<file path="config.mk">
export PLATFORM = sky130hd
export DESIGN_NAME = ultrasonic_echo_ranger
export DESIGN_NICKNAME = d
export VERILOG_FILES = /design/src/design/uer_pkg.sv /design/src/design/uer_ctrl.sv /design/src/design/uer_conv.sv /design/src/design/ultrasonic_echo_ranger.sv
export SDC_FILE = /design/constraint.sdc
export NUM_CORES = 2
export LEC_CHECK = 0
export ABC_AREA = 1
export BUFFER_PORTS_ARGS = -buffer_cell sky130_fd_sc_hd__buf_2
export CORE_MARGIN = 5
export CORE_UTILIZATION = 35
export DETAILED_ROUTE_END_ITERATION = 8
export HOLD_SLACK_MARGIN = 0.1
export PLACE_DENSITY = 0.63
export SLEW_MARGIN = 5
export SYNTH_ARGS = -nofsm -noshare
export SYNTH_HDL_FRONTEND = slang
export SYNTH_SLANG_ARGS = --single-unit
export TNS_END_PERCENT = 10
</file>
<file path="constraint.sdc">
create_clock -name clk -period 6.5 [get_ports clk]
set_input_delay 0.325 -clock clk [delete_from_list [all_inputs] [get_ports clk]]
set_output_delay 0.325 -clock clk [all_outputs]
set_load 0.02 [all_outputs]
</file>
<file path="src/design/uer_pkg.sv">
// Package for the ultrasonic echo ranger: word types, register indexes,
// health codes and the fixed constants of the ranging arithmetic.
// No dependencies.
`timescale 1ns / 1ps
`default_nettype none

package uer_pkg;

  localparam int CFG_INDEX_W = 8;
  localparam int CFG_DATA_W  = 32;

  localparam logic [CFG_INDEX_W-1:0] CFG_TRIGGER_PERIOD = 8'd0;
  localparam logic [CFG_INDEX_W-1:0] CFG_ECHO_TIMEOUT   = 8'd1;
  localparam logic [CFG_INDEX_W-1:0] CFG_MIN_PULSE      = 8'd2;
  localparam logic [CFG_INDEX_W-1:0] CFG_MAX_PULSE      = 8'd3;

  localparam logic [31:0] TRIGGER_PERIOD_RESET = 32'd60000;
  localparam logic [31:0] ECHO_TIMEOUT_RESET   = 32'd30000;
  localparam logic [15:0] MIN_PULSE_RESET      = 16'd150;
  localparam logic [15:0] MAX_PULSE_RESET      = 16'd25000;

  localparam logic       CMD_TICK = 1'b0;
  localparam logic       CMD_EDGE = 1'b1;

  localparam logic [1:0] HEALTH_UNKNOWN  = 2'd0;
  localparam logic [1:0] HEALTH_OK       = 2'd1;
  localparam logic [1:0] HEALTH_DEGRADED = 2'd2;

  localparam logic [31:0] TRIG_LEN_US = 32'd10;

  // mm = (w*343 + 1000) / 2000, with /2000 as >>4 then *ceil(2^28/125) >> 28
  localparam logic [8:0]  SOUND_SCALE = 9'd343;
  localparam logic [9:0]  ROUND_BIAS  = 10'd1000;
  localparam logic [21:0] RECIP_125   = 22'd2147484;
  localparam int          RECIP_125_SHIFT = 28;
  // ms = us / 1000 as us * ceil(2^38/1000) >> 38, exact over 32 bits
  localparam logic [28:0] RECIP_1000  = 29'd274877907;
  localparam int          RECIP_1000_SHIFT = 38;

  typedef struct packed {
    logic        cmd;
    logic [31:0] time_us;
    logic        edge_high;
  } item_t;

  typedef struct packed {
    logic        trigger_level;
    logic        published;
    logic        meas_valid;
    logic [1:0]  meas_health;
    logic [31:0] meas_pulse_us;
    logic [13:0] meas_distance_mm;
    logic [31:0] meas_sequence;
    logic [22:0] meas_time_ms;
  } result_t;

  typedef struct packed {
    logic [31:0] trigger_period_us;
    logic [31:0] echo_timeout_us;
    logic [15:0] min_pulse_us;
    logic [15:0] max_pulse_us;
  } cfg_t;

  typedef struct packed {
    logic        trig;
    logic        pub;
    logic        ok;
    logic [15:0] width;
    logic [31:0] time_us;
  } event_t;

  typedef struct packed {
    logic        trig;
    logic        pub;
    logic        ok;
    logic [15:0] width;
    logic [13:0] mm;
    logic [22:0] ms;
  } conv_t;

endpackage

`default_nettype wire

</file>
<file path="src/design/uer_ctrl.sv">
// Phase machine of the echo ranger: trigger timing, echo capture and publish
// decisions, one word per cycle when adv is high. Depends on uer_pkg.
`timescale 1ns / 1ps
`default_nettype none

module uer_ctrl (
  input  wire logic           clk,
  input  wire logic           rst,
  input  wire logic           adv,
  input  wire uer_pkg::item_t item,
  input  wire uer_pkg::cfg_t  cfg,
  output uer_pkg::event_t     ev
);

  localparam logic [1:0] PH_IDLE = 2'd0;
  localparam logic [1:0] PH_TRIG = 2'd1;
  localparam logic [1:0] PH_RISE = 2'd2;
  localparam logic [1:0] PH_FALL = 2'd3;

  logic [1:0]  phase, phase_next;
  logic [31:0] last_trigger_time, last_trigger_time_next;
  logic [31:0] measure_start_time, measure_start_time_next;
  logic [31:0] echo_rise_time, echo_rise_time_next;
  logic [31:0] captured_width, captured_width_next;
  logic        capture_pending, capture_pending_next;
  logic        trigger_out, trigger_out_next;
  logic        in_range;

  assign in_range = (captured_width >= {16'd0, cfg.min_pulse_us})
                 && (captured_width <= {16'd0, cfg.max_pulse_us});

  always_comb begin
    phase_next              = phase;
    last_trigger_time_next  = last_trigger_time;
    measure_start_time_next = measure_start_time;
    echo_rise_time_next     = echo_rise_time;
    captured_width_next     = captured_width;
    capture_pending_next    = capture_pending;
    trigger_out_next        = trigger_out;
    ev                      = '0;
    ev.time_us              = item.time_us;
    ev.width                = captured_width[15:0];
    priority if (item.cmd == uer_pkg::CMD_EDGE) begin
      if (item.edge_high && phase == PH_RISE) begin
        echo_rise_time_next = item.time_us;
        phase_next          = PH_FALL;
      end else if (!item.edge_high && phase == PH_FALL) begin
        captured_width_next  = item.time_us - echo_rise_time;
        phase_next           = PH_IDLE;
        capture_pending_next = 1'b1;
      end
    end else if (capture_pending) begin
      capture_pending_next = 1'b0;
      phase_next           = PH_IDLE;
      ev.pub               = 1'b1;
      ev.ok                = in_range;
    end else begin
      unique case (phase)
        PH_IDLE: begin
          if (item.time_us - last_trigger_time >= cfg.trigger_period_us) begin
            trigger_out_next       = 1'b1;
            last_trigger_time_next = item.time_us;
            phase_next             = PH_TRIG;
          end
        end
        PH_TRIG: begin
          if (item.time_us - last_trigger_time >= uer_pkg::TRIG_LEN_US) begin
            trigger_out_next        = 1'b0;
            measure_start_time_next = item.time_us;
            phase_next              = PH_RISE;
          end
        end
        default: begin
          if (item.time_us - measure_start_time >= cfg.echo_timeout_us) begin
            ev.pub     = 1'b1;
            phase_next = PH_IDLE;
          end
        end
      endcase
    end
    ev.trig = trigger_out_next;
  end

  always_ff @(posedge clk) begin
    if (rst) begin
      phase              <= PH_IDLE;
      last_trigger_time  <= '0;
      measure_start_time <= '0;
      echo_rise_time     <= '0;
      captured_width     <= '0;
      capture_pending    <= 1'b0;
      trigger_out        <= 1'b0;
    end else if (adv) begin
      phase              <= phase_next;
      last_trigger_time  <= last_trigger_time_next;
      measure_start_time <= measure_start_time_next;
      echo_rise_time     <= echo_rise_time_next;
      captured_width     <= captured_width_next;
      capture_pending    <= capture_pending_next;
      trigger_out        <= trigger_out_next;
    end
  end

  a_trig_phase: assert property (@(posedge clk) disable iff (rst)
    trigger_out == (phase == PH_TRIG))
    else $error("trigger level out of step with phase");

  a_pending_idle: assert property (@(posedge clk) disable iff (rst)
    capture_pending |-> phase == PH_IDLE)
    else $error("capture pending outside idle");

endmodule

`default_nettype wire

</file>
<file path="src/design/uer_conv.sv">
// Ranging arithmetic: width to millimetres and microseconds to milliseconds
// by reciprocal multiplication; the first products are registered, the millimetre reciprocal product is not.
// Depends on uer_pkg.
`timescale 1ns / 1ps
`default_nettype none

module uer_conv (
  input  wire logic            clk,
  input  wire logic            load,
  input  wire uer_pkg::event_t ev,
  output uer_pkg::conv_t       res
);

  logic        trig, pub, ok;
  logic [15:0] width;
  logic [24:0] mm_prod;
  logic [60:0] ms_prod;
  logic [42:0] mm_quot;

  always_ff @(posedge clk) begin
    if (load) begin
      trig    <= ev.trig;
      pub     <= ev.pub;
      ok      <= ev.ok;
      width   <= ev.width;
      mm_prod <= 25'(ev.width * uer_pkg::SOUND_SCALE) + 25'(uer_pkg::ROUND_BIAS);
      ms_prod <= 61'(ev.time_us * uer_pkg::RECIP_1000);
    end
  end

  assign mm_quot = 43'(mm_prod[24:4] * uer_pkg::RECIP_125);

  always_comb begin
    res       = '0;
    res.trig  = trig;
    res.pub   = pub;
    res.ok    = ok;
    res.width = width;
    res.mm    = mm_quot[uer_pkg::RECIP_125_SHIFT +: 14];
    res.ms    = ms_prod[uer_pkg::RECIP_1000_SHIFT +: 23];
  end

endmodule

`default_nettype wire

</file>
<file path="src/design/ultrasonic_echo_ranger.sv">
// Ultrasonic echo ranger: pipeline control, configuration registers and the
// measurement snapshot held in the result register. Depends on uer_pkg,
// uer_ctrl and uer_conv.
//
// Input words are service ticks or echo edges with a microsecond time. Each
// word is taken when item_valid is high and item_stall low, and yields one
// result word carrying the trigger level, a published flag and the current
// measurement snapshot; result_valid/result_stall move it on.
// A result passes the input register, phase machine register, multiplier
// register and result register in turn. One word is taken per cycle while
// the receiver does not stall. While the receiver stalls, the result
// register holds and the stages behind it fill; item_stall rises once all
// four are occupied.
// Configuration words are taken whenever cfg_valid is high (cfg_ready is
// always high); indexes beyond the register list are dropped.
// Reset empties the pipeline, loads the register defaults, clears all times
// and the snapshot (health unknown, sequence zero).
`timescale 1ns / 1ps
`default_nettype none

module ultrasonic_echo_ranger (
  input  wire logic                               clk,
  input  wire logic                               rst,
  input  wire logic                               item_valid,
  output logic                                    item_stall,
  input  wire uer_pkg::item_t                     item,
  output logic                                    result_valid,
  input  wire logic                               result_stall,
  output uer_pkg::result_t                        result,
  input  wire logic                               cfg_valid,
  output logic                                    cfg_ready,
  input  wire logic [uer_pkg::CFG_INDEX_W-1:0]    cfg_index,
  input  wire logic [uer_pkg::CFG_DATA_W-1:0]     cfg_data
);

  uer_pkg::cfg_t   cfg;
  uer_pkg::item_t  s0;
  uer_pkg::event_t ev, s1;
  uer_pkg::conv_t  cv;
  logic            s0_v, s1_v, s2_v;
  logic            out_rdy, s2_adv, s2_rdy, s1_adv, s1_rdy, s0_adv, s0_rdy, in_take;

  assign cfg_ready = 1'b1;

  always_ff @(posedge clk) begin
    if (rst) begin
      cfg.trigger_period_us <= uer_pkg::TRIGGER_PERIOD_RESET;
      cfg.echo_timeout_us   <= uer_pkg::ECHO_TIMEOUT_RESET;
      cfg.min_pulse_us      <= uer_pkg::MIN_PULSE_RESET;
      cfg.max_pulse_us      <= uer_pkg::MAX_PULSE_RESET;
    end else if (cfg_valid && cfg_ready) begin
      unique case (cfg_index)
        uer_pkg::CFG_TRIGGER_PERIOD: cfg.trigger_period_us <= cfg_data;
        uer_pkg::CFG_ECHO_TIMEOUT:   cfg.echo_timeout_us   <= cfg_data;
        uer_pkg::CFG_MIN_PULSE:      cfg.min_pulse_us      <= cfg_data[15:0];
        uer_pkg::CFG_MAX_PULSE:      cfg.max_pulse_us      <= cfg_data[15:0];
        default: ;
      endcase
    end
  end

  assign out_rdy    = !result_valid || !result_stall;
  assign s2_adv     = s2_v && out_rdy;
  assign s2_rdy     = !s2_v || out_rdy;
  assign s1_adv     = s1_v && s2_rdy;
  assign s1_rdy     = !s1_v || s2_rdy;
  assign s0_adv     = s0_v && s1_rdy;
  assign s0_rdy     = !s0_v || s1_rdy;
  assign item_stall = !s0_rdy;
  assign in_take    = item_valid && !item_stall;

  always_ff @(posedge clk) begin
    if (rst) begin
      s0_v         <= 1'b0;
      s1_v         <= 1'b0;
      s2_v         <= 1'b0;
      result_valid <= 1'b0;
    end else begin
      s0_v         <= in_take || (s0_v && !s1_rdy);
      s1_v         <= s0_adv || (s1_v && !s2_rdy);
      s2_v         <= s1_adv || (s2_v && !out_rdy);
      result_valid <= s2_adv || (result_valid && result_stall);
    end
  end

  always_ff @(posedge clk) begin
    if (in_take) begin
      s0 <= item;
    end
    if (s0_adv) begin
      s1 <= ev;
    end
  end

  uer_ctrl u_ctrl (
    .clk  (clk),
    .rst  (rst),
    .adv  (s0_adv),
    .item (s0),
    .cfg  (cfg),
    .ev   (ev)
  );

  uer_conv u_conv (
    .clk  (clk),
    .load (s1_adv),
    .ev   (s1),
    .res  (cv)
  );

  always_ff @(posedge clk) begin
    if (rst) begin
      result.trigger_level    <= 1'b0;
      result.published        <= 1'b0;
      result.meas_valid       <= 1'b0;
      result.meas_health      <= uer_pkg::HEALTH_UNKNOWN;
      result.meas_pulse_us    <= '0;
      result.meas_distance_mm <= '0;
      result.meas_sequence    <= '0;
      result.meas_time_ms     <= '0;
    end else if (s2_adv) begin
      result.trigger_level <= cv.trig;
      result.published     <= cv.pub;
      if (cv.pub) begin
        result.meas_sequence <= result.meas_sequence + 32'd1;
        result.meas_time_ms  <= cv.ms;
        result.meas_valid    <= cv.ok;
        if (cv.ok) begin
          result.meas_health      <= uer_pkg::HEALTH_OK;
          result.meas_pulse_us    <= {16'd0, cv.width};
          result.meas_distance_mm <= cv.mm;
        end else begin
          result.meas_health      <= uer_pkg::HEALTH_DEGRADED;
          result.meas_pulse_us    <= '0;
          result.meas_distance_mm <= '0;
        end
      end
    end
  end

  a_seq_step: assert property (@(posedge clk) disable iff (rst)
    (s2_adv && cv.pub) |=> result.meas_sequence == $past(result.meas_sequence) + 32'd1)
    else $error("publish did not advance the sequence");

  a_valid_ok: assert property (@(posedge clk) disable iff (rst)
    result.meas_valid |-> result.meas_health == uer_pkg::HEALTH_OK)
    else $error("valid snapshot without ok health");

  a_invalid_zero: assert property (@(posedge clk) disable iff (rst)
    !result.meas_valid |-> (result.meas_pulse_us == 32'd0
                            && result.meas_distance_mm == 14'd0))
    else $error("invalid snapshot carries a distance");

  a_s1_hold: assert property (@(posedge clk) disable iff (rst)
    (s1_v && !s2_rdy) |=> s1_v)
    else $error("stalled word lost from phase stage");

endmodule

`default_nettype wire
</file>
* After elaboration in Yosys (flattened, before gate mapping)
Index checks and enable logic that the tools add are counted.
** Cells by class
- $add $sub $neg :: 5
- $mul :: 3
- Divide/modulo/power cells :: 0
- Order comparisons :: 5
- Eq/ne operators :: 11
- Shifts and indexed selects :: 0
- Muxes and demuxes :: 20
- Bitwise operators :: 3
- Reduce and logical (&&, ||, !) cells :: 45
** Operator list (count)
- subtractor 32 bit :: 3
- >= comparator 32 bit :: 2
- multiplier 32 x 29 -> 61 bit, second input constant :: 1
- 2-to-1 mux 48 bit :: 1
- multiplier 21 x 20 -> 40 bit, second input constant :: 1
- adder 32 x 1 -> 32 bit, second input constant :: 1
- >= comparator 32 x 16 -> 1 bit :: 1
- >= comparator 32 x 4 -> 1 bit, second input constant :: 1
- <= comparator 32 x 16 -> 1 bit :: 1
- adder 25 x 10 -> 25 bit, second input constant :: 1
- multiplier 16 x 9 -> 25 bit, second input constant :: 1
- == test 8 x 2 -> 1 bit, second input constant :: 2
- AND reduction 5 bit :: 3
- 2-to-1 mux 2 bit :: 7
- logical AND 1 bit :: 11
- zero test 1 bit :: 10
- 2-to-1 mux 1 bit :: 10
- AND reduction 2 bit :: 5
- == test 8 x 1 -> 1 bit, second input constant :: 1
- zero test 8 bit :: 1
- logical OR 1 bit :: 8
- inequality test 4 x 2 -> 1 bit, second input constant :: 2
- AND reduction 3 bit :: 2
- nonzero test 5 bit :: 1
- 11 further kinds :: 15
** Storage, ports and cells
- Flip-flop bits (word level) :: 528
- Latch bits :: 0
- Memory bits (writable) :: 0
- Memory bits (read-only) :: 0
- Memories :: 0

* Logic depth before layout (Yosys ltp)
- Depth after elaboration :: 7
- Mapped depth :: 29
- Mapped depth without buffers :: 29

* By module
A second synthesis with hierarchy kept.
** Unflattened totals
- Cells, all modules :: 6763
- Area total of the unflattened synthesis :: 52083.7 µm²
** By module, submodules not included
- uer_conv :: instances 1, cells an instance 3516, area each 28479.8 µm², sequential area each 1891.8 µm²
- uer_ctrl :: instances 1, cells an instance 2199, area each 13715.7 µm², sequential area each 2642.5 µm²
- ultrasonic_echo_ranger :: instances 1, cells an instance 1048, area each 9888.2 µm², sequential area each 6336.1 µm²

* Least setup slack after synthesis
OpenSTA, ideal clock, no wires.
- Path kind :: reg2reg
- Start :: reg s1[8] (netlist name)
- End :: reg u_conv.ms_prod[55], data pin
- Setup time :: 0.259 ns
- Arrival time :: 6.142 ns
- Data required time :: 6.241 ns
- Path slack :: 0.100 ns
- Cell stages (with the launch flop) :: 29
- Buffers on the path :: 0
- Cell sequence :: edfxtp_1 ha_1 fa_1 fa_1 inv_1 fa_1 inv_1 fa_1 inv_1 fa_1 inv_1 fa_1 inv_1 fa_1 inv_1 ha_1 nand2_1 nor2_1 inv_1 nor3_1 nand2_1 nand2_1 nand2_1 nand3_1 a21oi_1 o21ai_0 nand2_1 nand2_1 xor2_1
** On the way
- Longest elaborated chain between the ends :: 1
** RTL lines
- start, declared :: RTL line ultrasonic_echo_ranger.sv:38 : uer_pkg::event_t ev, s1;
- start signal, assigned :: RTL line ultrasonic_echo_ranger.sv:91 : s1 <= ev;
- multiplier 32 x 29 -> 61 bit :: RTL line uer_conv.sv:27 : ms_prod <= 61'(ev.time_us * uer_pkg::RECIP_1000);
- end signal, assigned :: RTL line uer_conv.sv:27
- end, declared :: RTL line uer_conv.sv:17 : logic [60:0] ms_prod;
No other way between the ends.
A chain may end at the register's enable or synchronous reset.

* Worst setup path in the final report
- Start :: reg s1[21] (netlist name)
- End :: reg u_conv.ms_prod[54], data pin
Same word-level chain as after synthesis.

==> impl_results.md <==
* Placed Cells at 8,016
* Die area at 147,000 sq um
* Post-synth cell types at 58
* Synthesized flop and latch total at 469
* Worst EP required at 6.88 ns
* Gr ovfl total at 0
* Fin crit share at a little over nine tenths
* Slew margin rel. at between 20% and 30%
* I/O pins at 188
* Ys flop type: dfxtp_1
* TritonCTS clock tree: done
* CTS HTree Levels at 2
* Clock Skews at 0.0515 ns
* Hold Crit Class: input port to register
* Row count at 137
* Layout cells sized above 1 at 12.9%
* Largest net degree at the start of global routing at 110
* CTS Buf Count at between 50 and 60
* Die Y at 383 um
* Total Nets Final at a little under 8,000
* Initial antenna violation count at 5
* Detailed-route wire length per cell at 17.2 um
* Initial Util at 35.1%
* Finished Layout Cells at 8,279
* Post-place setup slack at -0.295 ns
* Final Max Tran Viols at 0
* DIE WIDTH at ~380 um
* Warnings from Yosys at 0
* Avg Cell Area, Syn at 8.33 sq um
* Diode count at 0
* Post-route ant nets at 0
* MaxCap Viol Count at 0
* Critical path endpoint category: register
* Seq/Total Area, Yosys at between 20% and 30%
* Total Routing Usage GR at 18.9%
* Design Area, Final at between 50,000 and 60,000 sq um
* Max FO, Critical Path at 3
* Vias/cell at 4.82
* Hpwl dp at 118 mm
* CTS Root Cell: clkbuf_16
* Area grow syn2layout at 19.0%
* Routed WL at between 100 and 150 mm
* Post-synthesis async set-or-reset flop share at 0%
* Syn Inst Count at 5,853
* Floorplan core area at 139,000 sq um
* EDFF count, synth at 148
* Max frequency at 0.156 GHz
* Clk buf depth at 3
* Mapped cell area at 48,800 sq um
* Vias at 39,900
* Clk sink count at 469
* Remaining DRCs at 0
* # setup viols final at 0
* Status: complete, no violations
* GPL Wtd Cong at between 0.9 and 1
* Crit path launch type: register
* Worst Tran Pin Value at 1.07 ns
* Final core utilization at a little over two fifths
* CTS clk-pin slew, worst paths at 0.06 ns
* Vias in the first global route at between 40,000 and 50,000
* Setup WS post-layout at roughly 0.094 ns
* 1st-iter DRT viols at roughly 2,100
* Post-Place Cell Area at roughly 53,000 sq um
* Critical path class: register to register
* RSZ-0062 raised after global routing: yes
* Arrival time worst endpoint at 6.79 ns
* First-pass GRT wire length at 221 mm
* Skew-Pair Late Insertion Delay at 0.68 ns
* Port Buffers at between 150 and 200
* Final Critical Period at 6.41 ns
* Drt first pass iters at 6
* Hold Vio Cnt, Final at 0
## area by class of cell
type                       instances  area (sq um)
clock buffer                      65          1440
clock inverter                    38           492
fill                           13700         81000
inverter                        1404          5280
multi-input combinational       3886         33600
sequential                       469         10900
tap                             1876          2350
timing repair buffer             541          3950
## per-stage QoR
step / setup TNS [ns] / hold WS, ns
after floorplan: 0 / 0.400
after global placement: -2.34 / 0.406
after detailed placement: -3.31 / 0.415
after CTS: -0.0486 / 0.114
after global routing: -0.772 / 0.172
final: 0 / 0.133
## cell families (layout without fill, tap and decap cells)
| family | Yosys count | in the layout | share of synthesized area [%] |
|---|---|---|---|
| DFF | 469 | 469 | 22.3 |
| adders and majority gates | 1288 | 1288 | 40.0 |
| and+or+nand+nor | 1443 | 1443 | 12.2 |
| xor gates and xnor gates | 120 | 120 | 2.16 |
| AOI/OAI and AO/OA | 1018 | 1018 | 11.5 |
| buffers and inverters | 1513 | 2048 | 11.8 |
| other | 2 | 17 | 0.0154 |
## what timing repair did
item / CTS / global route
resized for setup: 87 / 210
setup endpoints to repair: 20 / 23
hold endpoints to repair: 132 / 0
buffers inserted: 36 / 54
hold buffers: 70 / 0
pin swaps: 34 / 159
## layout by cell type (no fill, tap or decap), types with 17 or more instances in the layout
| master | instances |
|---|---|
| conb_1 | 17 |
| nand4_1 | 46 |
| nand2_1 | 790 |
| inv_2 | 37 |
| o21ai_0 | 270 |
| inv_1 | 1363 |
| buf_2 | 169 |
| nand2_2 | 25 |
| a21oi_1 | 464 |
| nor2_1 | 330 |
| buf_4 | 267 |
| ha_4 | 69 |
| buf_6 | 34 |
| fa_1 | 422 |
| a21o_1 | 26 |
| nor2_2 | 25 |
| xor2_1 | 82 |
| dfxtp_1 | 321 |
| fa_2 | 30 |
| nand3_1 | 101 |
| clkbuf_16 | 55 |
| ha_1 | 766 |
| edfxtp_1 | 148 |
| xnor2_1 | 38 |
| o21bai_1 | 18 |
| a21boi_0 | 17 |
| o21ai_1 | 45 |
| a31oi_1 | 42 |
| nor4_1 | 17 |
| nor3_1 | 48 |
| o211ai_1 | 44 |
| dlygate4sd3_1 | 70 |
## synthesized netlist by cell type, types with 7 or more instances
cell type | number | area [sq um]
xor2_1 | 82 | 718
xnor2_1 | 38 | 333
o21ai_0 | 289 | 1450
nand3b_1 | 7 | 52.6
a21oi_1 | 486 | 2430
nor2_1 | 351 | 1320
o21ai_1 | 32 | 160
o21bai_1 | 18 | 135
nand3_1 | 106 | 531
inv_1 | 1392 | 5230
a31oi_1 | 50 | 313
edfxtp_1 | 148 | 4440
dfxtp_1 | 321 | 6430
o21a_1 | 15 | 113
inv_2 | 8 | 30.0
nand2_1 | 815 | 3060
a211oi_1 | 15 | 113
o211ai_1 | 44 | 330
a21boi_0 | 17 | 128
fa_1 | 452 | 9050
nor2_2 | 9 | 56.3
nor4_1 | 20 | 125
nor3_1 | 53 | 265
ha_1 | 836 | 10500
and3_1 | 10 | 62.6
buf_4 | 18 | 135
nand4_1 | 46 | 288
a21o_1 | 26 | 195
clkbuf_1 | 77 | 289
nand2_2 | 7 | 43.8
## worst paths after layout
check	from	endpoint	slack [ns]	cells past startpoint
worst max-delay path	s1[21]	u_conv.ms_prod[54]	0.09	26
worst min-delay path	cfg_valid	cfg[16]	0.13	5
worst max register to register	s1[21]	u_conv.ms_prod[54]	0.09	26
worst min register to register	s1[50]	u_conv.trig	0.43	0
## worst max-delay path, stage by stage (launching register included)
cell	delay (ns)
edfxtp_1	0.43
buf_6	0.17
buf_4	0.15
ha_4	0.24
fa_2	0.36
fa_1	0.53
inv_2	0.04
fa_2	0.52
inv_2	0.04
fa_1	0.54
fa_2	0.45
fa_1	0.53
inv_2	0.04
fa_2	0.52
inv_2	0.05
ha_4	0.15
a21o_1	0.19
a31oi_2	0.18
o21ai_1	0.10
a21oi_2	0.16
nand3_2	0.12
a21o_1	0.22
nand2_2	0.09
nand2_4	0.06
nand2_2	0.06
nand2_2	0.05
xor2_1	0.14
## flip-flops by register name, summed over array words and instances (netlist names), 2 cells and up
register and count:
u_conv.ms_prod 23, cfg 96, u_ctrl.phase 2, u_ctrl.captured_width 32, u_ctrl.measure_start_time 32, s0 34, u_conv.mm_prod 22, u_ctrl.last_trigger_time 32
u_conv.width 15, s1 51, result 89, u_ctrl.echo_rise_time 32
## per-layer routing
metal	GRT usage [%]	share of wire (%)	vias to the layer above
li1	-	-	19700
met1	24.9	44	19200
met2	33.2	48	817
met3	1.99	4.5	207
met4	4.88	3.0	2
met5	0	0.0091	-
Power is left out: the tool's default activity adds up to more than one toggle a clock period on the data nets, which glitch-free logic cannot reach.
